### src/hdl/rca_pkg.sv
// Shared types and constants for the RSA cyclic attack engine.
// Used by the controller, the datapath, the modular multiplier, the top level and the checker.
package rca_pkg;

    localparam int WORD_BITS  = 32;
    localparam int FIELD_BITS = 32;
    localparam int CNT_W      = $clog2(WORD_BITS);
    localparam int ADDR_W     = 4;

    typedef logic [WORD_BITS-1:0]  word_t;
    typedef logic [WORD_BITS:0]    ext_t;
    typedef logic [FIELD_BITS-1:0] field_t;

    typedef logic [1:0] reg_index_t;
    localparam reg_index_t REG_MODULUS    = 2'd0;
    localparam reg_index_t REG_EXPONENT   = 2'd1;
    localparam reg_index_t REG_STEP_LIMIT = 2'd2;

    localparam field_t MODULUS_RESET    = 32'd2;
    localparam field_t EXPONENT_RESET   = 32'd1;
    localparam field_t STEP_LIMIT_RESET = 32'hFFFF_FFFF;

    typedef enum logic [1:0] {
        ST_FOUND = 2'd0,
        ST_RANGE = 2'd1,
        ST_LIMIT = 2'd2
    } status_code_t;

    typedef enum logic [3:0] {
        S_IDLE,
        S_CHECK,
        S_POW_INIT,
        S_POW_TEST,
        S_MUL_ACC,
        S_SQ_TEST,
        S_MUL_SQ,
        S_STEP_END,
        S_FINISH
    } rca_state_t;

    typedef struct packed {
        logic         load;
        logic         pow_init;
        logic         mul_start;
        logic         sel_sq;
        logic         acc_write;
        logic         sq_write;
        logic         e_shift;
        logic         step_commit;
        logic         set_result;
        status_code_t result_code;
        logic         out_load;
    } rca_cmd_t;

    typedef struct packed {
        logic range_ok;
        logic limit_hit;
        logic e_zero;
        logic e_bit0;
        logic e_rest_zero;
        logic mul_done;
        logic match;
    } rca_status_t;

endpackage

### src/hdl/rca_modmul.sv
// Bit-serial modular multiplier: r = a * b mod n, one add-and-reduce per cycle.
// Depends on rca_pkg.
module rca_modmul (
    input  logic          aclk,
    input  logic          aresetn,
    input  logic          start,
    input  rca_pkg::word_t op_a,
    input  rca_pkg::word_t op_b,
    input  rca_pkg::word_t modulus,
    output logic          done,
    output rca_pkg::word_t result
);
    import rca_pkg::*;

    word_t            r_reg, r_next;
    word_t            a_reg, a_next;
    word_t            b_reg, b_next;
    logic [CNT_W-1:0] cnt_reg, cnt_next;
    logic             phase_reg, phase_next;
    logic             busy_reg, busy_next;
    logic             done_reg, done_next;

    word_t addend;
    ext_t  sum;
    ext_t  reduced;

    // Phase 0 doubles the partial result, phase 1 adds a when the current bit of b is set.
    // Both operands stay below n, so one conditional subtract keeps the sum reduced.
    always_comb begin
        if (phase_reg) begin
            addend = b_reg[WORD_BITS-1] ? a_reg : '0;
        end else begin
            addend = r_reg;
        end
        sum     = {1'b0, r_reg} + {1'b0, addend};
        reduced = (sum >= {1'b0, modulus}) ? (sum - {1'b0, modulus}) : sum;
    end

    always_comb begin
        r_next     = r_reg;
        a_next     = a_reg;
        b_next     = b_reg;
        cnt_next   = cnt_reg;
        phase_next = phase_reg;
        busy_next  = busy_reg;
        done_next  = 1'b0;
        if (start) begin
            r_next     = '0;
            a_next     = op_a;
            b_next     = op_b;
            cnt_next   = '0;
            phase_next = 1'b0;
            busy_next  = 1'b1;
        end else if (busy_reg) begin
            r_next     = reduced[WORD_BITS-1:0];
            phase_next = ~phase_reg;
            if (phase_reg) begin
                b_next   = {b_reg[WORD_BITS-2:0], 1'b0};
                cnt_next = cnt_reg + 1'b1;
                if (cnt_reg == CNT_W'(WORD_BITS-1)) begin
                    busy_next = 1'b0;
                    done_next = 1'b1;
                end
            end
        end
    end

    always_ff @(posedge aclk) begin
        if (!aresetn) begin
            busy_reg <= 1'b0;
            done_reg <= 1'b0;
        end else begin
            busy_reg <= busy_next;
            done_reg <= done_next;
        end
        r_reg     <= r_next;
        a_reg     <= a_next;
        b_reg     <= b_next;
        cnt_reg   <= cnt_next;
        phase_reg <= phase_next;
    end

    assign done   = done_reg;
    assign result = r_reg;

endmodule

### src/hdl/rca_datapath.sv
// Datapath: ciphertext, current value, power accumulators, step count and result registers.
// Depends on rca_pkg and rca_modmul; driven by rca_ctrl commands.
module rca_datapath (
    input  logic               aclk,
    input  logic               aresetn,
    input  rca_pkg::field_t    s_ciphertext,
    input  rca_pkg::field_t    cfg_modulus,
    input  rca_pkg::field_t    cfg_exponent,
    input  rca_pkg::field_t    cfg_step_limit,
    input  rca_pkg::rca_cmd_t  cmd,
    output rca_pkg::rca_status_t stat,
    output rca_pkg::field_t    m_plaintext,
    output rca_pkg::field_t    m_steps_taken,
    output logic [1:0]         m_status
);
    import rca_pkg::*;

    word_t        c_reg;
    word_t        prev_reg;
    word_t        acc_reg;
    word_t        sq_reg;
    word_t        e_reg;
    field_t       steps_reg;
    status_code_t code_reg;
    field_t       out_plain_reg;
    field_t       out_steps_reg;
    status_code_t out_status_reg;

    word_t n_w;
    word_t e_w;
    word_t mul_a;
    word_t mul_result;
    logic  mul_done;

    assign n_w   = word_t'(cfg_modulus);
    assign e_w   = word_t'(cfg_exponent);
    assign mul_a = cmd.sel_sq ? sq_reg : acc_reg;

    rca_modmul u_modmul (
        .aclk    (aclk),
        .aresetn (aresetn),
        .start   (cmd.mul_start),
        .op_a    (mul_a),
        .op_b    (sq_reg),
        .modulus (n_w),
        .done    (mul_done),
        .result  (mul_result)
    );

    always_ff @(posedge aclk) begin
        if (cmd.load) begin
            c_reg     <= word_t'(s_ciphertext);
            prev_reg  <= word_t'(s_ciphertext);
            steps_reg <= '0;
        end
        if (cmd.pow_init) begin
            // A modulus of one reduces the empty product to zero.
            acc_reg <= (n_w == word_t'(1)) ? '0 : word_t'(1);
            sq_reg  <= prev_reg;
            e_reg   <= e_w;
        end
        if (cmd.acc_write) begin
            acc_reg <= mul_result;
        end
        if (cmd.sq_write) begin
            sq_reg <= mul_result;
        end
        if (cmd.e_shift) begin
            e_reg <= e_reg >> 1;
        end
        if (cmd.step_commit) begin
            steps_reg <= steps_reg + 1'b1;
            if (acc_reg != c_reg) begin
                prev_reg <= acc_reg;
            end
        end
        if (cmd.set_result) begin
            code_reg <= cmd.result_code;
        end
        if (cmd.out_load) begin
            out_plain_reg  <= (code_reg == ST_FOUND) ? field_t'(prev_reg) : '0;
            out_steps_reg  <= steps_reg;
            out_status_reg <= code_reg;
        end
    end

    always_comb begin
        stat.range_ok    = c_reg < n_w;
        stat.limit_hit   = steps_reg == cfg_step_limit;
        stat.e_zero      = e_reg == '0;
        stat.e_bit0      = e_reg[0];
        stat.e_rest_zero = e_reg[WORD_BITS-1:1] == '0;
        stat.mul_done    = mul_done;
        stat.match       = acc_reg == c_reg;
    end

    assign m_plaintext   = out_plain_reg;
    assign m_steps_taken = out_steps_reg;
    assign m_status      = out_status_reg;

endmodule

### src/hdl/rca_ctrl.sv
// Controller: sequences the cycle search, square-and-multiply steps and the result handshake.
// Depends on rca_pkg; commands go to rca_datapath.
module rca_ctrl (
    input  logic                 aclk,
    input  logic                 aresetn,
    input  logic                 s_valid,
    output logic                 s_ready,
    output logic                 m_valid,
    input  logic                 m_ready,
    input  rca_pkg::rca_status_t stat,
    output rca_pkg::rca_cmd_t    cmd
);
    import rca_pkg::*;

    rca_state_t state_reg, state_next;
    logic       m_valid_reg, m_valid_next;
    logic       out_free;

    assign out_free = !m_valid_reg || m_ready;

    always_comb begin
        state_next = state_reg;
        case (state_reg)
            S_IDLE: begin
                if (s_valid) state_next = S_CHECK;
            end
            S_CHECK: begin
                if (!stat.range_ok || stat.limit_hit) state_next = S_FINISH;
                else state_next = S_POW_INIT;
            end
            S_POW_INIT: state_next = S_POW_TEST;
            S_POW_TEST: begin
                if (stat.e_zero) state_next = S_STEP_END;
                else if (stat.e_bit0) state_next = S_MUL_ACC;
                else state_next = S_SQ_TEST;
            end
            S_MUL_ACC: begin
                if (stat.mul_done) state_next = S_SQ_TEST;
            end
            S_SQ_TEST: begin
                if (stat.e_rest_zero) state_next = S_POW_TEST;
                else state_next = S_MUL_SQ;
            end
            S_MUL_SQ: begin
                if (stat.mul_done) state_next = S_POW_TEST;
            end
            S_STEP_END: begin
                if (stat.match) state_next = S_FINISH;
                else state_next = S_CHECK;
            end
            S_FINISH: begin
                if (out_free) state_next = S_IDLE;
            end
            default: state_next = S_IDLE;
        endcase
    end

    always_comb begin
        cmd         = '0;
        cmd.result_code = ST_FOUND;
        s_ready     = 1'b0;
        case (state_reg)
            S_IDLE: begin
                s_ready  = 1'b1;
                cmd.load = s_valid;
            end
            S_CHECK: begin
                cmd.set_result = !stat.range_ok || stat.limit_hit;
                cmd.result_code = stat.range_ok ? ST_LIMIT : ST_RANGE;
            end
            S_POW_INIT: cmd.pow_init = 1'b1;
            S_POW_TEST: begin
                cmd.mul_start = !stat.e_zero && stat.e_bit0;
            end
            S_MUL_ACC: cmd.acc_write = stat.mul_done;
            S_SQ_TEST: begin
                cmd.e_shift   = 1'b1;
                cmd.mul_start = !stat.e_rest_zero;
                cmd.sel_sq    = 1'b1;
            end
            S_MUL_SQ: cmd.sq_write = stat.mul_done;
            S_STEP_END: begin
                cmd.step_commit = 1'b1;
                cmd.set_result  = stat.match;
                cmd.result_code = ST_FOUND;
            end
            S_FINISH: cmd.out_load = out_free;
            default: ;
        endcase
    end

    always_comb begin
        m_valid_next = m_valid_reg;
        if (cmd.out_load) m_valid_next = 1'b1;
        else if (m_ready) m_valid_next = 1'b0;
    end

    always_ff @(posedge aclk) begin
        if (!aresetn) begin
            state_reg   <= S_IDLE;
            m_valid_reg <= 1'b0;
        end else begin
            state_reg   <= state_next;
            m_valid_reg <= m_valid_next;
        end
    end

    assign m_valid = m_valid_reg;

endmodule

### src/hdl/rsa_cyclic_attack_engine_core.sv
// RSA cyclic attack engine: top level with the APB register file.
// Depends on rca_pkg, rca_ctrl and rca_datapath.
//
// Usage: program modulus (0x0), public_exponent (0x4) and step_limit (0x8) over the
// APB port while the block is idle; pready is always high and reads return the values.
// Each transaction on the s_ channel carries one ciphertext. The block re-encrypts the
// current value until it returns to the ciphertext and delivers one transaction on the
// m_ channel with the plaintext, the number of exponentiations and a status code.
// An out-of-range ciphertext or a zero step limit ends the item before any
// exponentiation. Otherwise each exponentiation runs square-and-multiply over the
// exponent bits, and every modular multiplication passes through the bit-serial
// multiplier, which doubles and conditionally adds once per bit of the word and then
// hands back the product.
// One item is processed at a time; s_ready is high only between items.
// A finished result sits in the output register; the next ciphertext is accepted while
// it waits. If the receiver stalls, the following result waits until m_ready frees it.
// Reset clears the controller and output valid and restores the register defaults
// (modulus 2, exponent 1, step limit all ones).
module rsa_cyclic_attack_engine_core (
    input  logic                       aclk,
    input  logic                       aresetn,
    input  logic                       psel,
    input  logic                       penable,
    input  logic                       pwrite,
    input  logic [rca_pkg::ADDR_W-1:0] paddr,
    input  logic [31:0]                pwdata,
    output logic [31:0]                prdata,
    output logic                       pready,
    input  logic                       s_valid,
    output logic                       s_ready,
    input  rca_pkg::field_t            s_ciphertext,
    output logic                       m_valid,
    input  logic                       m_ready,
    output rca_pkg::field_t            m_plaintext,
    output rca_pkg::field_t            m_steps_taken,
    output logic [1:0]                 m_status
);
    import rca_pkg::*;

    field_t      modulus_reg;
    field_t      exponent_reg;
    field_t      step_limit_reg;
    reg_index_t  reg_index;
    logic        cfg_write;
    rca_cmd_t    cmd;
    rca_status_t stat;

    assign pready    = 1'b1;
    assign reg_index = paddr[3:2];
    assign cfg_write = psel && penable && pwrite;

    always_ff @(posedge aclk) begin
        if (!aresetn) begin
            modulus_reg    <= MODULUS_RESET;
            exponent_reg   <= EXPONENT_RESET;
            step_limit_reg <= STEP_LIMIT_RESET;
        end else if (cfg_write) begin
            case (reg_index)
                REG_MODULUS:    modulus_reg    <= pwdata;
                REG_EXPONENT:   exponent_reg   <= pwdata;
                REG_STEP_LIMIT: step_limit_reg <= pwdata;
                default: ;
            endcase
        end
    end

    always_comb begin
        case (reg_index)
            REG_MODULUS:    prdata = modulus_reg;
            REG_EXPONENT:   prdata = exponent_reg;
            REG_STEP_LIMIT: prdata = step_limit_reg;
            default:        prdata = '0;
        endcase
    end

    rca_ctrl u_ctrl (
        .aclk    (aclk),
        .aresetn (aresetn),
        .s_valid (s_valid),
        .s_ready (s_ready),
        .m_valid (m_valid),
        .m_ready (m_ready),
        .stat    (stat),
        .cmd     (cmd)
    );

    rca_datapath u_datapath (
        .aclk           (aclk),
        .aresetn        (aresetn),
        .s_ciphertext   (s_ciphertext),
        .cfg_modulus    (modulus_reg),
        .cfg_exponent   (exponent_reg),
        .cfg_step_limit (step_limit_reg),
        .cmd            (cmd),
        .stat           (stat),
        .m_plaintext    (m_plaintext),
        .m_steps_taken  (m_steps_taken),
        .m_status       (m_status)
    );

endmodule

### config.mk
export PLATFORM = sky130hd
export DESIGN_NAME = rsa_cyclic_attack_engine_core
export DESIGN_NICKNAME = d
export VERILOG_FILES = /design/src/hdl/rca_pkg.sv /design/src/hdl/rca_modmul.sv /design/src/hdl/rca_datapath.sv /design/src/hdl/rca_ctrl.sv /design/src/hdl/rsa_cyclic_attack_engine_core.sv
export SDC_FILE = /design/constraint.sdc
export NUM_CORES = 1
export LEC_CHECK = 0
export ABC_AREA = 1
export BUFFER_PORTS_ARGS = -buffer_cell sky130_fd_sc_hd__buf_2
export CAP_MARGIN = 20
export CORE_MARGIN = 2
export CORE_UTILIZATION = 35
export DETAILED_ROUTE_END_ITERATION = 10
export SYNTH_ARGS = -nofsm -noshare
export SYNTH_HDL_FRONTEND = slang
export SYNTH_SLANG_ARGS = --single-unit
### constraint.sdc
create_clock -name aclk -period 9.3 [get_ports aclk]
set_input_delay 0.93 -clock aclk [delete_from_list [all_inputs] [get_ports aclk]]
set_output_delay 0.93 -clock aclk [all_outputs]
set_load 0.01 [all_outputs]
==> results.py, run 1 <==
metrics = {
    "worst_setup_path": {
        "cpMostUsedCell": "nand2_1",
        "r2r_slack_ps": 4300,
        "r2r_start": "u_datapath.u_modmul.phase_reg$_SDFFE_PP0P_",
        "crit_required_ps": 9730,
        "endpoint_kind": "flip-flop",
        "slowest_delay_ps": 410,
        "critPathSlowestCell": "nor2_2",
        "crit_start": "u_datapath.u_modmul.phase_reg$_SDFFE_PP0P_",
        "worstSetupStartpointType": "flip-flop",
        "worst-setup-path-type": "flip-flop to flip-flop",
        "cp.arrival_ps": 5430,
        "cp_max_fo": 37,
    },
    "sta": {
        "rsz0062_at_grt": "no",
        "setup_tns_ps": 0,
        "max-slew-margin-rel_pct": 34.16,
        "finClkSkew_ps": 32.41,
        "setup_ws_ps": 4304,
        "finalSetupViolCount": 0,
        "min_period_over_period_pct": 53.72,
        "period_needed_ps": 4996,
        "slew_viol_final": 0,
        "max_clock_freq_mhz": 200.2,
        "hold_violations": 0,
        "tightest_slew_ps": 987.6,
    },
    "clock_network": {
        "cts_resized": 0,
        "cts-root-buf": "clkbuf_16",
        "clk_transition_reported_paths_ps": 60,
        "h-tree-depth": 2,
        "clock_latency_ps": 610,
        "cts.hold.buffers_added": 0,
        "clockBufferDepth": 3,
        "numClockSinks": 465,
        "cts_tree": "yes",
        "post_cts_buffers": 0,
        "cts_buffers": 49,
    },
    "yosys": {
        "ys_seq_area_share_pct": 46.89,
        "ys_types": 56,
        "yosys_warnings": 0,
        "synth_cells": 3393,
        "synth.net_count": 3568,
        "synth_ff_type": "edfxtp_1",
        "synth-edff-count": 291,
        "async_reset_ff_share_pct": 0,
        "synth-seq-cells": 465,
        "syn_area_um2": 26070,
        "avgSynthCellArea_um2": 7.682,
    },
    "floorplanning": {
        "die_h_um": 276.9,
        "core.rowCount": 100,
        "die-area_um2": 76670,
        "io_pins": 176,
        "die_x_um": 276.9,
        "fp.coreArea_um2": 74070,
        "floorplan.initialDensity_pct": 35.19,
    },
    "grt": {
        "grt_pass1_vias": 20620,
        "grt_overflow": 0,
        "grt_use_total_pct": 20.45,
        "grt_pass1_wl_mm": 122.0,
        "antenna_found_initial": 4,
        "grt_max_degree": 100,
    },
    "final_layout": {
        "nNetsFinal": 3703,
        "fillers": 7725,
        "fin_util_pct": 39.98,
        "drive_above_1_share_pct": 9.723,
        "synthToLayoutAreaGrowth_pct": 13.62,
        "stdcell_count": 4541,
    },
    "hold_path": {
        "min_from": "u_datapath.code_reg[0]$_DFFE_PP_",
        "hp-class": "flip-flop to flip-flop",
    },
    "place": {
        "dp_cells": 4445,
        "hpwlAfterDp_mm": 61.28,
        "port_buffers": 172,
        "dp_slack_ps": 4019,
        "place_congestion": 0.9437,
    },
    "run": {
        "cap_violations": 0,
    },
    "routing": {
        "wl_per_cell_um": 17.66,
        "via_per_inst": 4.883,
        "drcViolationCount": 0,
        "drt-total-wl_mm": 80.19,
        "vias": 22170,
        "drtIter0Drc": 1767,
        "drtAntennaViolNets": 0,
        "drt_pass1_iterations": 5,
    },
    "power": {
        "p_total_uw": 8785,
        "vdd_ir_drop_max_mv": 0.2046,
        "power_density_nw_per_um2": 296.6,
        "p_leak_uw": 0.01337,
    },
    "status": {
        "outcome": "finished clean",
    },
}
## report_power, final
part,leakage (uW),internal [uW],switching (uW)
logic,0.00839,1350,2680
registers,0.00415,2480,202
clock network,0.000830,1210,865
total,0.0134,5040,3750
## cell usage after synthesis (3+ instances only)
cell type,number,area [um2]
nand3b_1,6,45.04
nand2_1,1099,4125
nand2_2,12,75.07
nor4_1,15,93.84
o21bai_1,10,75.07
o221ai_1,4,35.03
xor2_1,32,280.3
o21a_1,6,45.04
o211ai_1,64,480.5
or2_2,13,81.33
and2_1,4,25.02
xnor2_1,53,464.2
buf_2,14,70.07
clkbuf_1,87,326.6
dfxtp_1,174,3483
nor2_4,6,67.56
o21ai_1,3,15.01
o21ai_0,211,1056
or2_0,3,18.77
nor3_1,36,180.2
a21oi_1,146,730.7
buf_1,9,33.78
inv_1,468,1757
buf_6,6,67.56
nor2_2,8,50.05
ha_1,98,1226
nand4_1,41,256.5
inv_2,6,22.52
nand3_1,142,710.7
nor2_1,293,1100
edfxtp_1,291,8738
## final timing paths
| check | to | cells after the start |
|---|---|---|
| max | u_datapath.u_modmul.result[12]$_SDFFE_PP0P_ | 31 |
| min | u_datapath.m_status[0]$_DFFE_PP_ | 0 |
| max reg2reg | u_datapath.u_modmul.result[12]$_SDFFE_PP0P_ | 31 |
| min reg2reg | u_datapath.m_status[0]$_DFFE_PP_ | 0 |
## per-layer routing
layer | share of wire (%) | up-vias | GRT usage [%] | wire [um]
li1 | - | 11230 | - | -
met1 | 44 | 10270 | 27.29 | 35540
met2 | 47 | 546 | 34.20 | 37800
met3 | 5.3 | 120 | 2.717 | 4254
met4 | 3.2 | 4 | 6.842 | 2576
met5 | 0.029 | - | 0 | 23
## metrics by stage
step	area (um2)	hold slack [ps]
finish	29620	464.7
global route	29610	497.2
CTS	29580	463.9
detailed placement	27890	451.9
global placement	27870	455.4
floorplan	26070	417.4
## worst max-delay path, delay by kind of cell (launching register included)
family / cells / cell delay (ps)
simple gates: 18 / 2110
compound gates: 3 / 600
flops: 1 / 310
fa+ha+maj: 3 / 1020
buf+inv: 7 / 800
## final cells by class
cell class	instances	area (um2)	share of cell area [%]
timing repair buffer	201	1119	3.777
multi-input combinational	2335	11580	39.10
inverter	476	1787	6.033
sequential	465	12220	41.27
tap	969	1212	4.094
clock buffer	64	1365	4.609
antenna	3	7.507	0.02535
clock inverter	28	324.1	1.094
## cells by family (layout without fill, tap and decap cells)
group	count (synthesis)	in the layout	share of synthesized area, %
xor gates and xnor gates	85	85	2.856
buffers and inverters	593	769	8.794
AOI/OAI and AO/OA	455	455	9.687
DFF	465	465	46.89
other	1	4	0.01439
adders and majority gates	100	100	4.858
and+or+nand+nor	1694	1694	26.90
## cells in the final DEF, fill, tap and decap left out, drive strengths merged, types with 53 or more instances in the layout
cell type,count
nand2,1113
inv,479
nor2,309
edfxtp,291
o21ai,214
buf,201
dfxtp,174
a21oi,148
nand3,145
ha,98
o211ai,64
clkbuf,64
xnor2,53
(Power assumes the default switching activity.)
==> run 2: changes to the inputs <==
Clock period 9.3 ns to 5.15 ns, I/O delays scaled along.
==> run 2 against run 1 <==
Count of clock-buffer cells in the layout up 12; utilization up 0.064 points; final area up 0.16%; register-to-register slack worse by 3800 ps; highest routed layer unchanged; clock power up 79%; largest cell class unchanged; clock skew down 12 ps; flip-flop and latch count unchanged; sequential share of layout area down 0.066 points; first-iteration DRC count down 10%; routed wire length down 1.6%.
==> results.py, run 2 (synthesized netlist as in run 1, its figures left out) <==
metrics = {
    "status": {
        "outcome": "finished clean",
    },
    "worst_setup_path": {
        "cp.arrival_ps": 5200,
        "crit_required_ps": 5670,
        "worstSetupStartpointType": "flip-flop",
        "slowest_delay_ps": 410,
        "cpMostUsedCell": "nand2_1",
        "cp_max_fo": 32,
        "worst-setup-path-type": "flip-flop to flip-flop",
        "critPathSlowestCell": "fa_1",
        "endpoint_kind": "flip-flop",
    },
    "final_layout": {
        "fillers": 7653,
        "nNetsFinal": 3706,
        "multi_input_area_um2": 11590,
        "final_cell_mix": "nand2_1, inv_1, nor2_1, edfxtp_1, o21ai_0",
        "drive_above_1_share_pct": 9.712,
        "fin_util_pct": 40.05,
        "stdcell_count": 4543,
        "final_common_cell": "nand2_1",
        "seqCellArea_um2": 12220,
        "synthToLayoutAreaGrowth_pct": 13.81,
        "final_area_um2": 29660,
    },
    "sta": {
        "tightest_slew_ps": 963.4,
        "finalSetupViolCount": 0,
        "max_clock_freq_mhz": 213.7,
        "slew_viol_final": 0,
        "finClkSkew_ps": 20.23,
        "min_period_over_period_pct": 90.87,
        "setup_tns_ps": 0,
        "rsz0062_at_grt": "no",
        "max-slew-margin-rel_pct": 35.77,
        "hold_violations": 0,
        "period_needed_ps": 4680,
        "whs_ps": 112.5,
    },
    "grt": {
        "grt_pass1_vias": 20870,
        "grt_max_degree": 103,
        "antenna_found_initial": 3,
        "grt_overflow": 0,
        "grt_use_total_pct": 20.26,
        "grt_pass1_wl_mm": 122.0,
    },
    "routing": {
        "drtAntennaViolNets": 0,
        "vias": 22130,
        "via_per_inst": 4.872,
        "drt_pass1_iterations": 5,
        "wl_per_cell_um": 17.37,
        "drtIter0Drc": 1591,
        "drcViolationCount": 0,
        "drt-total-wl_mm": 78.91,
    },
    "floorplanning": {
        "die_h_um": 276.9,
        "die_x_um": 276.9,
        "core.rowCount": 100,
        "fp.coreArea_um2": 74070,
        "io_pins": 176,
        "die-area_um2": 76670,
        "floorplan.initialDensity_pct": 35.19,
    },
    "clock_network": {
        "cts.hold.buffers_added": 0,
        "post_cts_buffers": 0,
        "cts-root-buf": "clkbuf_16",
        "h-tree-depth": 2,
        "clock_latency_ps": 600,
        "cts_buffers": 50,
        "clk_transition_reported_paths_ps": 60,
        "clockBufferDepth": 3,
        "numClockSinks": 465,
        "cts_tree": "yes",
    },
    "hold_path": {
        "hp-class": "input port to flip-flop",
    },
    "place": {
        "placed_area_um2": 27960,
        "place_congestion": 0.9487,
        "hpwlAfterDp_mm": 59.77,
        "port_buffers": 172,
        "dp_cells": 4448,
    },
    "power": {
        "power_density_nw_per_um2": 533.0,
        "vdd_ir_drop_max_mv": 0.4379,
        "p_leak_uw": 0.01339,
    },
    "run": {
        "cap_violations": 0,
    },
}
==> run 2: changes by cell type in the layout (fill, tap and decap cells not counted), moves of 2 or more <==
cell,previous run,this run
inv_6,4,0
diode_2,3,1
clkinv_2,10,6
clkbuf_16,51,55
bufinv_16,6,2
buf_12,0,2
clkbuf_8,4,10
clkinv_4,1,3
clkbuf_1,9,11
clkinv_1,6,8
==> run 2: metal layers <==
| layer | share of wire [%] | routed length [um] | up-vias | global-route usage, % |
|---|---|---|---|---|
| met1 | 45 | 35270 | 10180 | 26.95 |
| met2 | 47 | 37150 | 582 | 34.11 |
| met5 | 0.027 | 21 | - | 0 |
| met4 | 3.4 | 2693 | 4 | 7.009 |
| met3 | 4.8 | 3776 | 126 | 2.337 |
| li1 | - | - | 11240 | - |
==> run 2: layout make-up <==
cell class | count | area share [%]
flip-flops and latches | 465 | 41.20
multi-input cells | 2335 | 39.07
inverters | 476 | 6.023
clock buffers | 76 | 5.243
well taps | 969 | 4.087
repair buffers | 203 | 3.876
clock inverters | 18 | 0.4935
diodes | 1 | 0.008436
==> run 2: stage by stage <==
step | worst slack (ps) | total power, uW
after floorplan | 412.2 | 10310
after CTS | 446.9 | 15830
after global placement | 538.3 | 12030
after detailed placement | 470.2 | 12090
final | 470.1 | 15810
after global routing | 9.026 | 17120
==> run 2: worst max-delay path: cells and delay by family, from the launching register on <==
family          cells  cell delay (ps)
flops               1              340
simple gates       20             2260
buf+inv             5              500
compound gates      3              420
fa+ha+maj           3             1030
==> run 2: final timing paths <==
path,to,slack (ps),start,cells after the start
max,u_datapath.u_modmul.result[24]$_SDFFE_PP0P_,470,u_datapath.u_modmul.phase_reg$_SDFFE_PP0P_,31
min,u_datapath.c_reg[22]$_DFFE_PP_,110,s_ciphertext[22],1
min reg2reg,u_datapath.m_status[0]$_DFFE_PP_,440,u_datapath.code_reg[0]$_DFFE_PP_,0
max reg2reg,u_datapath.u_modmul.result[24]$_SDFFE_PP0P_,470,u_datapath.u_modmul.phase_reg$_SDFFE_PP0P_,31
==> run 2: repair_timing <==
item	in CTS	in global routing
endpoints found under the hold margin	0	0
gates resized for setup	0	1
setup endpoints to repair	0	3
==> run 2: report_power, final <==
part / leakage (uW) / internal (uW) / switching [uW] / total (uW)
Sequential: 0.00415 / 4480 / 365 / 4850
Clock: 0.000836 / 2180 / 1540 / 3720
Combinational: 0.00841 / 2390 / 4850 / 7240
Total: 0.0134 / 9050 / 6760 / 15800
